File: config.mk
export PLATFORM = sky130hd
export DESIGN_NAME = mwma_div
export DESIGN_NICKNAME = d
export VERILOG_FILES = /design/src/hw/rtl/mwma_pkg.sv /design/src/hw/rtl/mwma_div.sv
export SDC_FILE = /design/constraint.sdc
export NUM_CORES = 1
export LEC_CHECK = 0
export ABC_AREA = 1
export BUFFER_PORTS_ARGS = -buffer_cell sky130_fd_sc_hd__buf_2
export CAP_MARGIN = 25
export CORE_AREA = 2 2 98 100
export CTS_BUF_LIST = sky130_fd_sc_hd__clkbuf_16
export DETAILED_ROUTE_END_ITERATION = 12
export DIE_AREA = 0 0 100 102
export GPL_TIMING_DRIVEN = 0
export PLACE_DENSITY = 0.8
export RECOVER_POWER = 25
export SKIP_LAST_GASP = 1
export SLEW_MARGIN = 20
export SYNTH_ARGS = -nofsm -noshare
export SYNTH_HDL_FRONTEND = slang
export SYNTH_SLANG_ARGS = --single-unit
File: constraint.sdc
create_clock -name i_clk -period 2.1 [get_ports i_clk]
set_input_delay 0.105 -clock i_clk [delete_from_list [all_inputs] [get_ports i_clk]]
set_output_delay 0.105 -clock i_clk [all_outputs]
set_load 0.01 [all_outputs]
File: src/hw/rtl/mwma_pkg.sv
// Package for the masked window max average block.
// Holds the register index codes, the fixed widths and the controller state type.
// Used by mwma_div and masked_window_max_average.
`default_nettype none
package mwma_pkg;
    localparam logic [1:0] REG_IMAGE_WIDTH   = 2'd0;
    localparam logic [1:0] REG_IMAGE_HEIGHT  = 2'd1;
    localparam logic [1:0] REG_WINDOW_WIDTH  = 2'd2;
    localparam logic [1:0] REG_WINDOW_HEIGHT = 2'd3;
    localparam int CFG_IDX_BITS  = 2;
    localparam int CFG_DATA_BITS = 9;
    localparam int AVG_BITS      = 16;
    localparam int PROB_BITS     = 16;

    typedef enum logic [4:0] {
        ST_IDLE  = 5'b00001,
        ST_READ  = 5'b00010,
        ST_WIN   = 5'b00100,
        ST_DIV   = 5'b01000,
        ST_OUT   = 5'b10000
    } t_state;
endpackage
`default_nettype wire

File: src/hw/rtl/mwma_div.sv
// Restoring divider, one quotient bit per cycle.
// Depends on mwma_pkg for the quotient width.
`default_nettype none
module mwma_div #(
    parameter int NUM_BITS = 32,
    parameter int DEN_BITS = 17
) (
    input  wire logic                i_clk,
    input  wire logic                i_rst_n,
    input  wire logic                i_start,
    input  wire logic [NUM_BITS-1:0] i_num,
    input  wire logic [DEN_BITS-1:0] i_den,
    output logic                     o_done,
    output logic [15:0]              o_quot
);
    import mwma_pkg::*;
    localparam int CNT_BITS = $clog2(NUM_BITS + 1);

    logic [NUM_BITS-1:0] r_num;
    logic [DEN_BITS-1:0] r_den;
    logic [DEN_BITS-1:0] r_rem;
    logic [AVG_BITS-1:0] r_quot;
    logic [CNT_BITS-1:0] r_cnt;
    logic                r_busy;
    logic                r_done;
    logic [DEN_BITS:0]   w_trial;
    logic [DEN_BITS+1:0] w_diff;

    // Shift in the next numerator bit and try one subtraction.
    assign w_trial = {r_rem, r_num[NUM_BITS-1]};
    assign w_diff  = {1'b0, w_trial} - {2'b00, r_den};

    always_ff @(posedge i_clk) begin
        if (!i_rst_n) begin
            r_busy <= 1'b0;
            r_done <= 1'b0;
            r_cnt  <= '0;
        end else begin
            r_done <= 1'b0;
            if (i_start) begin
                r_busy <= 1'b1;
                r_cnt  <= CNT_BITS'(NUM_BITS);
            end else if (r_busy) begin
                r_cnt <= r_cnt - 1'b1;
                if (r_cnt == CNT_BITS'(1)) begin
                    r_busy <= 1'b0;
                    r_done <= 1'b1;
                end
            end
        end
    end

    always_ff @(posedge i_clk) begin
        if (i_start) begin
            r_num  <= i_num;
            r_den  <= i_den;
            r_rem  <= '0;
            r_quot <= '0;
        end else if (r_busy) begin
            r_num <= r_num << 1;
            if (!w_diff[DEN_BITS+1]) begin
                r_rem  <= w_diff[DEN_BITS-1:0];
                r_quot <= {r_quot[AVG_BITS-2:0], 1'b1};
            end else begin
                r_rem  <= w_trial[DEN_BITS-1:0];
                r_quot <= {r_quot[AVG_BITS-2:0], 1'b0};
            end
        end
    end

    assign o_done = r_done;
    assign o_quot = r_quot;
endmodule
`default_nettype wire

==> flow_summary.yaml, run 1 <==
outcome:
  run_status: "complete, no violations"
setup_path:
  end_kind: "register"
  cp.required_ps: 2330
  slowest_stage: "edfxtp_1"
  crit_path_cell_trace: "inv_1, ha_1, inv_2, fa_2, nand3_2, nand3_2, nand2_4, nand2_4, buf_4, o211ai_1, nand2_1"
  critical_path_class: "register to register"
  worstPathMaxFanout: 10
  worstSetupStartpointType: "register"
  critPathArrivalTime_ps: 2280
  critPathMaxStageDelay_ps: 420
  worst-path-buf-inv: 3
  cp_top_family: "adder cells"
power_and_ir_drop:
  p_leak_nw: 2.90
  ir_drop_uv: 531
  powerDensity_nw_per_um2: 718
synth:
  synth_area_leader_cell: "edfxtp_1"
  syn_inst: 595
  ys_seq_area_share_pct: 49.2
  synth.top_cell.area_share_pct: 31.6
  synth_area_um2: 4660
  syn_area_per_cell_um2: 7.83
  ys.flop_type: "edfxtp_1"
  synth_edf_count: 49
  ys_warn_count: 0
  synth_cell_type_count: 35
  async_flop_share_pct: 0
  synth_area_leaders: "edfxtp_1 (32%), nand2_1 (19%), dfxtp_1 (18%), inv_1 (7.2%), ha_1 (5.1%)"
  synth_seq_cells: 90
  synthesis.nets: 667
sta:
  timing.final.ws_setup_ps: 47.3
  setup_violations: 0
  drv_slew: 0
  rsz0062_at_grt: "true"
  clock_skew_ps: 9.80
  fin_crit_sh_pct: 97.7
  worst_pin_slew_ps: 741
  hold_viol: 0
  fmax_mhz: 487
  slew_headroom_pct: 50.4
  period_needed_ps: 2050
global_route:
  overflow: 0
  met1_usage_pct: 26.7
  grt_util_all_layers_pct: 21.9
  grt_pass1_wl_um: 17700
  grt_util_met2_pct: 37.9
  grt_max_degree: 42
  met3_usage_pct: 4.65
  grt_pass1_vias: 3968
  antenna_found_initial: 0
  grt_busiest_layer: "met2"
routing:
  drtIter0Drc: 177
  num_vias: 4063
  drc: 0
  drtPass1Iterations: 5
  avgViaCountPerCell: 4.99
  route.antenna.remaining_nets: 0
  drt_wl_total_um: 10500
  routedWlPerCell_um: 12.9
placement:
  post_dp_cell_area_um2: 5140
  io_buffer_count: 68
  dp_hpwl_um: 7580
  gp_congestion: 0.981
  place_ws_ps: -481
floorplanning:
  fp.dieArea_um2: 10200
  die_h_um: 102
  initial_core_util_pct: 51.1
  die_w_um: 100
  core_area_um2: 9110
  fp-row-count: 35
  io_pins: 69
worst_hold_path:
  holdCritPathClass: "primary input to register"
final_layout:
  nets: 770
  fin_util_pct: 62.9
  area_delta_synth_final_pct: 23.1
  nFillCells: 782
  drive_gt1_share_pct: 17.4
  n_antenna_cell: 0
  design_area_um2: 5730
cts:
  cts_buffer_depth: 2
  cts-buffers-inserted: 9
  clk_pin_slew_worst_paths_ps: 70
  cts_tree: "done"
  root_buffer: "clkbuf_16"
  cts_sinks: 90
  htree_levels: 3
  clk_latency_ps: 340
flow_run:
  maxCapViolCount: 0
## per-layer routing
| layer | share of wire [%] | vias up |
|---|---|---|
| met5 | 0 | - |
| met4 | 2.5 | 0 |
| met3 | 5.5 | 21 |
| met2 | 49 | 114 |
| met1 | 43 | 1822 |
| li1 | - | 2106 |
## layout by cell type, fill, tap and decap left out, types with 4 or more instances in the layout
| master | instances |
|---|---|
| a21oi_1 | 12 |
| buf_2 | 66 |
| buf_4 | 9 |
| clkbuf_1 | 10 |
| clkbuf_16 | 10 |
| dfxtp_1 | 41 |
| dlygate4sd3_1 | 17 |
| edfxtp_1 | 49 |
| ha_1 | 16 |
| inv_1 | 87 |
| nand2_1 | 230 |
| nand2_2 | 4 |
| nand3_1 | 28 |
| nand3_2 | 4 |
| nand4_1 | 11 |
| nor2_1 | 31 |
| nor2_2 | 8 |
| nor3_1 | 5 |
| o21ai_0 | 9 |
| o22ai_1 | 13 |
## final timing paths
path             start         to  slack [ps]  depth (start not counted)
min            i_rst_n     r_busy          20                          3
max          r_num[31]   r_rem[0]          50                         11
max reg2reg  r_num[31]   r_rem[0]          50                         11
min reg2reg  r_rem[15]  r_rem[15]         480                          2
## flip-flops by register name (all words and copies together), names as in the netlist
signal  flops
o_done      1
r_num      32
r_cnt       6
o_quot     16
r_busy      1
r_rem      17
r_den      17
## where the power goes
part | internal, mW | leakage (nW) | total [mW] | switching [mW]
Sequential | 1.98 | 0.827 | 2.01 | 0.0369
Clock | 0.915 | 0.153 | 1.66 | 0.746
Combinational | 0.171 | 1.92 | 0.443 | 0.272
Total | 3.06 | 2.90 | 4.12 | 1.06
## through the flow
stage / power [mW] / hold WS, ps / std cells / TNS (ps)
6_report: 4.12 / 21.9 / 814 / 0
5_1_grt: 4.29 / 25.0 / 814 / -163
4_1_cts: 4.13 / 9.92 / 808 / 0
3_5_place_dp: 2.45 / 283 / 774 / -19570
3_3_place_gp: 2.44 / 282 / 774 / -15870
2_1_floorplan: 2.31 / 204 / 595 / 0
## synthesized netlist by cell type (5+ instances only)
master / n
inv_1: 89
nor3_1: 5
dfxtp_1: 41
ha_1: 19
nor2_1: 33
nand4_1: 11
edfxtp_1: 49
o22ai_1: 13
o21ai_0: 11
nor2_2: 6
nand2_1: 233
a21oi_1: 14
nand3_1: 31
clkbuf_1: 9
## tightest hold or removal path, stage by stage
cell and delay (ps):
buf_2 110, nand2_1 60, a21oi_1 30
## final cells by class
cell class              instances  area (um^2)  area share (%)
repair buffers                 92          561            9.78
inverters                      90          338            5.89
multi-input cells             400         2000            34.9
flip-flops and latches         90         2290            40.0
well taps                     111          139            2.42
clock inverters                 6         66.3            1.16
plain buffers                  15         83.8            1.46
clock buffers                  10          250            4.36
## what timing repair did
item,CTS,global route
buffers inserted,1,6
endpoints found under the hold margin,17,0
resized for setup,5,14
pin swaps,2,6
endpoints found under the setup margin,59,18
hold buffers,17,0
## kinds of logic (layout without fill, tap and decap cells)
group | count (synthesis) | after routing | share of synthesized area (%)
DFF | 90 | 90 | 49.2
adders and majority gates | 20 | 20 | 5.53
and+or+nand+nor | 330 | 330 | 29.8
buffers and inverters | 105 | 213 | 8.97
AOI/OAI and AO/OA | 45 | 45 | 5.51
xor gates and xnor gates | 5 | 5 | 0.940
No activity file was read; power rests on OpenSTA's default activity.
==> inputs of run 2 (changes only) <==
--- a/config.mk
+++ b/config.mk
@@ -8,12 +8,12 @@
 export ABC_AREA = 1
 export BUFFER_PORTS_ARGS = -buffer_cell sky130_fd_sc_hd__buf_2
 export CAP_MARGIN = 25
-export CORE_AREA = 2 2 98 100
-export CTS_BUF_LIST = sky130_fd_sc_hd__clkbuf_16
+export CORE_AREA = 2 2 128 130
+export CTS_BUF_LIST = sky130_fd_sc_hd__clkbuf_8 sky130_fd_sc_hd__clkbuf_16
 export DETAILED_ROUTE_END_ITERATION = 12
-export DIE_AREA = 0 0 100 102
+export DIE_AREA = 0 0 130 132
 export GPL_TIMING_DRIVEN = 0
-export PLACE_DENSITY = 0.8
+export PLACE_DENSITY = 0.54
 export RECOVER_POWER = 25
 export SKIP_LAST_GASP = 1
 export SLEW_MARGIN = 20
==> flow_summary.yaml, run 2 (synthesis results as in run 1) <==
routing:
  drtIter0Drc: 198
  drt_wl_total_um: 10900
  route.antenna.remaining_nets: 0
  num_vias: 3889
  routedWlPerCell_um: 11.9
  drc: 0
  avgViaCountPerCell: 4.25
  drtPass1Iterations: 4
setup_path:
  worstSetupStartpointType: "register"
  reg2reg_depth: 13
  reg2reg_from: "r_num[31]"
  cp.required_ps: 2320
  worstPathMaxFanout: 10
  reg2reg_slack_ps: 110
  critPathArrivalTime_ps: 2220
  critical_path_class: "register to register"
  crit_start: "r_num[31]"
  end_kind: "register"
global_route:
  grt_pass1_wl_um: 17900
  grt_util_all_layers_pct: 13.3
  grt_pass1_vias: 3672
  overflow: 0
  antenna_found_initial: 0
  grt_max_degree: 42
flow_run:
  maxCapViolCount: 0
floorplanning:
  fp-row-count: 46
  io_pins: 69
  die_w_um: 130
  core_area_um2: 15700
  fp.dieArea_um2: 17200
  initial_core_util_pct: 29.6
  die_h_um: 132
power_and_ir_drop:
  powerDensity_nw_per_um2: 710
  p_leak_nw: 2.90
  ir_drop_uv: 410
final_layout:
  nets: 767
  regMostFlops: "r_num"
  largest_reg_flops: 32
  fin_cells: 916
  n_antenna_cell: 0
  area_delta_synth_final_pct: 24.9
  reg.largest.list: "r_num: 32 flops, r_den: 17 flops, r_rem: 17 flops"
  final_cell_mix: "nand2_1 (232), inv_1 (87), buf_2 (67)"
  drive_gt1_share_pct: 16.0
  nFillCells: 1688
  final_common_cell: "nand2_1"
  design_area_um2: 5820
cts:
  root_buffer: "clkbuf_16"
  cts_tree: "done"
  cts_buffer_depth: 2
  clk_latency_ps: 350
  clk_pin_slew_worst_paths_ps: 70
  htree_levels: 3
  cts_sinks: 90
  cts-buffers-inserted: 9
placement:
  place_ws_ps: -682
  io_buffer_count: 68
  dp_hpwl_um: 7900
  placed_cells_incl_taps: 879
  gp_congestion: 0.843
  post_dp_cell_area_um2: 5270
sta:
  hold_viol: 0
  timing.final.ws_setup_ps: 106
  fin_crit_sh_pct: 95.0
  drv_slew: 0
  rsz0062_at_grt: "true"
  period_needed_ps: 1990
  fmax_mhz: 501
  setup_violations: 0
  worst_pin_slew_ps: 845
  clock_skew_ps: 5.29
  slew_headroom_pct: 43.5
worst_hold_path:
  holdCritPathClass: "primary input to register"
  holdCritStartpoint: "i_num[20]"
  holdPathStages: 3
outcome:
  run_status: "complete, no violations"
## run 2: cell types whose count changed in the layout (fill, tap and decap cells not counted), sizes merged
cell | previous run | this run
buf | 79 | 76
dlygate4sd3 | 17 | 18
inv | 94 | 93
clkinvlp | 1 | 0
clkbuf | 21 | 22
## run 2: metrics by stage
stage | power [mW] | hold WS, ps | utilization (%) | TNS, ps
finish | 4.13 | 16.8 | 37.0 | 0
global route | 4.34 | 13.6 | 37.0 | -386
floorplan | 2.31 | 204 | - | 0
global placement | 2.45 | 283 | 33.5 | -28290
CTS | 4.20 | 2.50 | 36.8 | 0
detailed placement | 2.45 | 284 | 33.5 | -27220
## run 2: power breakdown
group | internal (mW) | switching (mW) | total [mW]
clock network | 0.959 | 0.732 | 1.69
logic | 0.166 | 0.267 | 0.432
registers | 1.98 | 0.0326 | 2.01
total | 3.10 | 1.03 | 4.13
## run 2: metal layers
metal  GRT usage [%]  part of all wire (%)  wire [um]
met1            17.9                    49       5390
met5               0                     0          0
met3            4.75                   4.9        540
met4            3.58                   1.1        118
met2            20.3                    45       4880
## run 2: worst max-delay path, cell delays in order, from the launching register on
cell      delay, ps
edfxtp_1        390
inv_1            70
ha_2            170
inv_2            50
fa_2            420
nand3_2          90
nand3_2         110
nand2_4         100
nand2_4          60
buf_12          150
nand2_8          80
nor2_2           50
nor2_1           80
nor2_1           40
## run 2: repair_timing
action	4_1_cts	5_1_grt
hold buffers	18	0
setup endpoints to repair	59	18
pin swaps	2	8
resized for setup	3	13
cloned	0	0
hold endpoints to repair	19	0
buffers inserted	2	1
## run 2: final timing paths
check | end
worst max register to register | r_rem[11]
worst min-delay path | r_num[20]
worst max-delay path | r_rem[11]
worst min register to register | o_quot[15]
## run 2: final cells by class
cell class	instances	area, um^2	share of cell area (%)
buffer	15	83.8	1.44
inverter	90	338	5.81
timing repair buffer	89	546	9.38
clock inverter	4	37.5	0.645
tap	216	270	4.65
multi-input combinational	400	1970	33.9
clock buffer	12	278	4.77
sequential	90	2290	39.4
==> inputs of run 3 (changes only) <==
--- a/config.mk
+++ b/config.mk
@@ -8,10 +8,10 @@
 export ABC_AREA = 1
 export BUFFER_PORTS_ARGS = -buffer_cell sky130_fd_sc_hd__buf_2
 export CAP_MARGIN = 25
-export CORE_AREA = 2 2 128 130
+export CORE_AREA = 2 2 122 136
 export CTS_BUF_LIST = sky130_fd_sc_hd__clkbuf_8 sky130_fd_sc_hd__clkbuf_16
 export DETAILED_ROUTE_END_ITERATION = 12
-export DIE_AREA = 0 0 130 132
+export DIE_AREA = 0 0 124 138
 export GPL_TIMING_DRIVEN = 0
 export PLACE_DENSITY = 0.54
 export RECOVER_POWER = 25
==> flow_summary.yaml, run 3 (synthesis results as in run 1) <==
worst_hold_path:
  holdPathStages: 3
  min_to: "r_num[8]"
  holdCritStartpoint: "i_num[8]"
  holdCritPathClass: "primary input to register"
setup_path:
  critPathMaxStageDelay_ps: 420
  critical_path_class: "register to register"
  crit_path_cell_trace: "inv_1, ha_2, inv_2, fa_2, nand3_2, nand3_2, nand2_4, nand2_4, buf_12, nand2_8, nor2_2, nor2_1, nor2_1"
  reg2reg_from: "r_num[31]"
  worstSetupStartpointType: "register"
  r2r_end: "r_rem[13]"
  reg2reg_slack_ps: 90
  cp.required_ps: 2310
  slowest_stage: "fa_2"
  worstPathMaxFanout: 10
  reg2reg_depth: 13
  end_kind: "register"
  critPathArrivalTime_ps: 2220
sta:
  setup_violations: 0
  fin_crit_sh_pct: 95.7
  slew_headroom_pct: 43.6
  clock_skew_ps: 7.13
  hold_slack_ps: 20.6
  hold_viol: 0
  fmax_mhz: 497
  drv_slew: 0
  period_needed_ps: 2010
  rsz0062_at_grt: "true"
  worst_pin_slew_ps: 843
routing:
  route.antenna.remaining_nets: 0
  num_vias: 3914
  drtPass1Iterations: 4
  routedWlPerCell_um: 12.4
  drt_wl_total_um: 11200
  drtIter0Drc: 186
  drc: 0
  avgViaCountPerCell: 4.32
power_and_ir_drop:
  ir_drop_uv: 611
  powerDensity_nw_per_um2: 710
  p_total_mw: 4.13
  p_leak_nw: 2.90
global_route:
  grt_max_degree: 42
  grt_pass1_vias: 3815
  antenna_found_initial: 0
  grt_pass1_wl_um: 18700
  overflow: 0
  grt_util_all_layers_pct: 14.1
cts:
  cts_tree: "done"
  clk_pin_slew_worst_paths_ps: 70
  clk_latency_ps: 350
  cts-buffers-inserted: 9
  cts_sinks: 90
  cts_buffer_depth: 2
  root_buffer: "clkbuf_16"
  htree_levels: 3
final_layout:
  area_delta_synth_final_pct: 24.7
  reg.largest.list: "r_num: 32 flops, r_den: 17 flops, r_rem: 17 flops"
  drive_gt1_share_pct: 16.7
  nets: 768
  largest_reg_flops: 32
  design_area_um2: 5810
  final_common_cell: "nand2_1"
  fin_util_pct: 36.4
  n_antenna_cell: 0
  final_cell_mix: "nand2_1 (232), inv_1 (87), buf_2 (68)"
  regMostFlops: "r_num"
  fin_cells: 905
placement:
  placed_cells_incl_taps: 867
  dp_hpwl_um: 8060
  io_buffer_count: 68
  gp_congestion: 0.841
  post_dp_cell_area_um2: 5260
floorplanning:
  initial_core_util_pct: 29.2
  die_h_um: 138
  io_pins: 69
  fp.dieArea_um2: 17100
  core_area_um2: 15900
  fp-row-count: 49
  die_w_um: 124
outcome:
  run_status: "complete, no violations"
flow_run:
  maxCapViolCount: 0
-- run 3: worst max-delay path by stage --
| stage | slack, ps | endpoint | from | cells past startpoint |
|---|---|---|---|---|
| finish | 90 | r_rem[13] | r_num[31] | 13 |
| floorplan | 150 | r_rem[15] | r_num[31] | 13 |
| global route | -40 | r_rem[4] | r_num[31] | 12 |
| CTS | 40 | r_rem[15] | r_num[31] | 13 |
| detailed placement | -620 | o_quot[12] | i_start | 5 |
| global placement | -620 | o_quot[7] | i_start | 5 |
-- run 3: routing by layer --
layer | routed length, um | GRT usage [%]
met3 | 553 | 3.92
met2 | 5150 | 21.7
met5 | 0 | 0
met4 | 187 | 5.74
met1 | 5330 | 18.5
-- run 3: critical path, delay by kind of cell (launching register included) --
| kind | cells | cell delay (ps) |
|---|---|---|
| buf+inv | 3 | 280 |
| simple gates | 8 | 610 |
| fa+ha+maj | 2 | 580 |
| flops | 1 | 410 |
-- run 3: area by class of cell --
cell class | instances | area [um^2]
Inverter | 90 | 338
Fill cell | 1747 | 10100
Tap cell | 204 | 255
Clock inverter | 6 | 55.1
Timing Repair Buffer | 90 | 551
Clock buffer | 10 | 250
Multi-Input combinational cell | 400 | 1980
Buffer | 15 | 83.8
Sequential cell | 90 | 2290
-- run 3: through the flow --
| stage | setup WS, ps | TNS [ps] |
|---|---|---|
| after floorplan | 152 | 0 |
| after global placement | -625 | -26450 |
| after detailed placement | -620 | -26170 |
| after CTS | 37.6 | 0 |
| after global routing | -39.3 | -361 |
| final | 89.3 | 0 |
-- run 3: repair_timing --
item / 4_1_cts / 5_1_grt
endpoints found under the setup margin: 59 / 16
setup buffers: 2 / 2
cloned: 0 / 0
pin swaps: 2 / 7
hold buffers: 18 / 0
gates resized for setup: 3 / 14
endpoints found under the hold margin: 18 / 0
-- run 3: where the power goes --
| part | leakage, nW | internal [mW] | switching, mW |
|---|---|---|---|
| combinational | 1.92 | 0.172 | 0.273 |
| clock | 0.148 | 0.897 | 0.774 |
| sequential | 0.827 | 1.98 | 0.0335 |
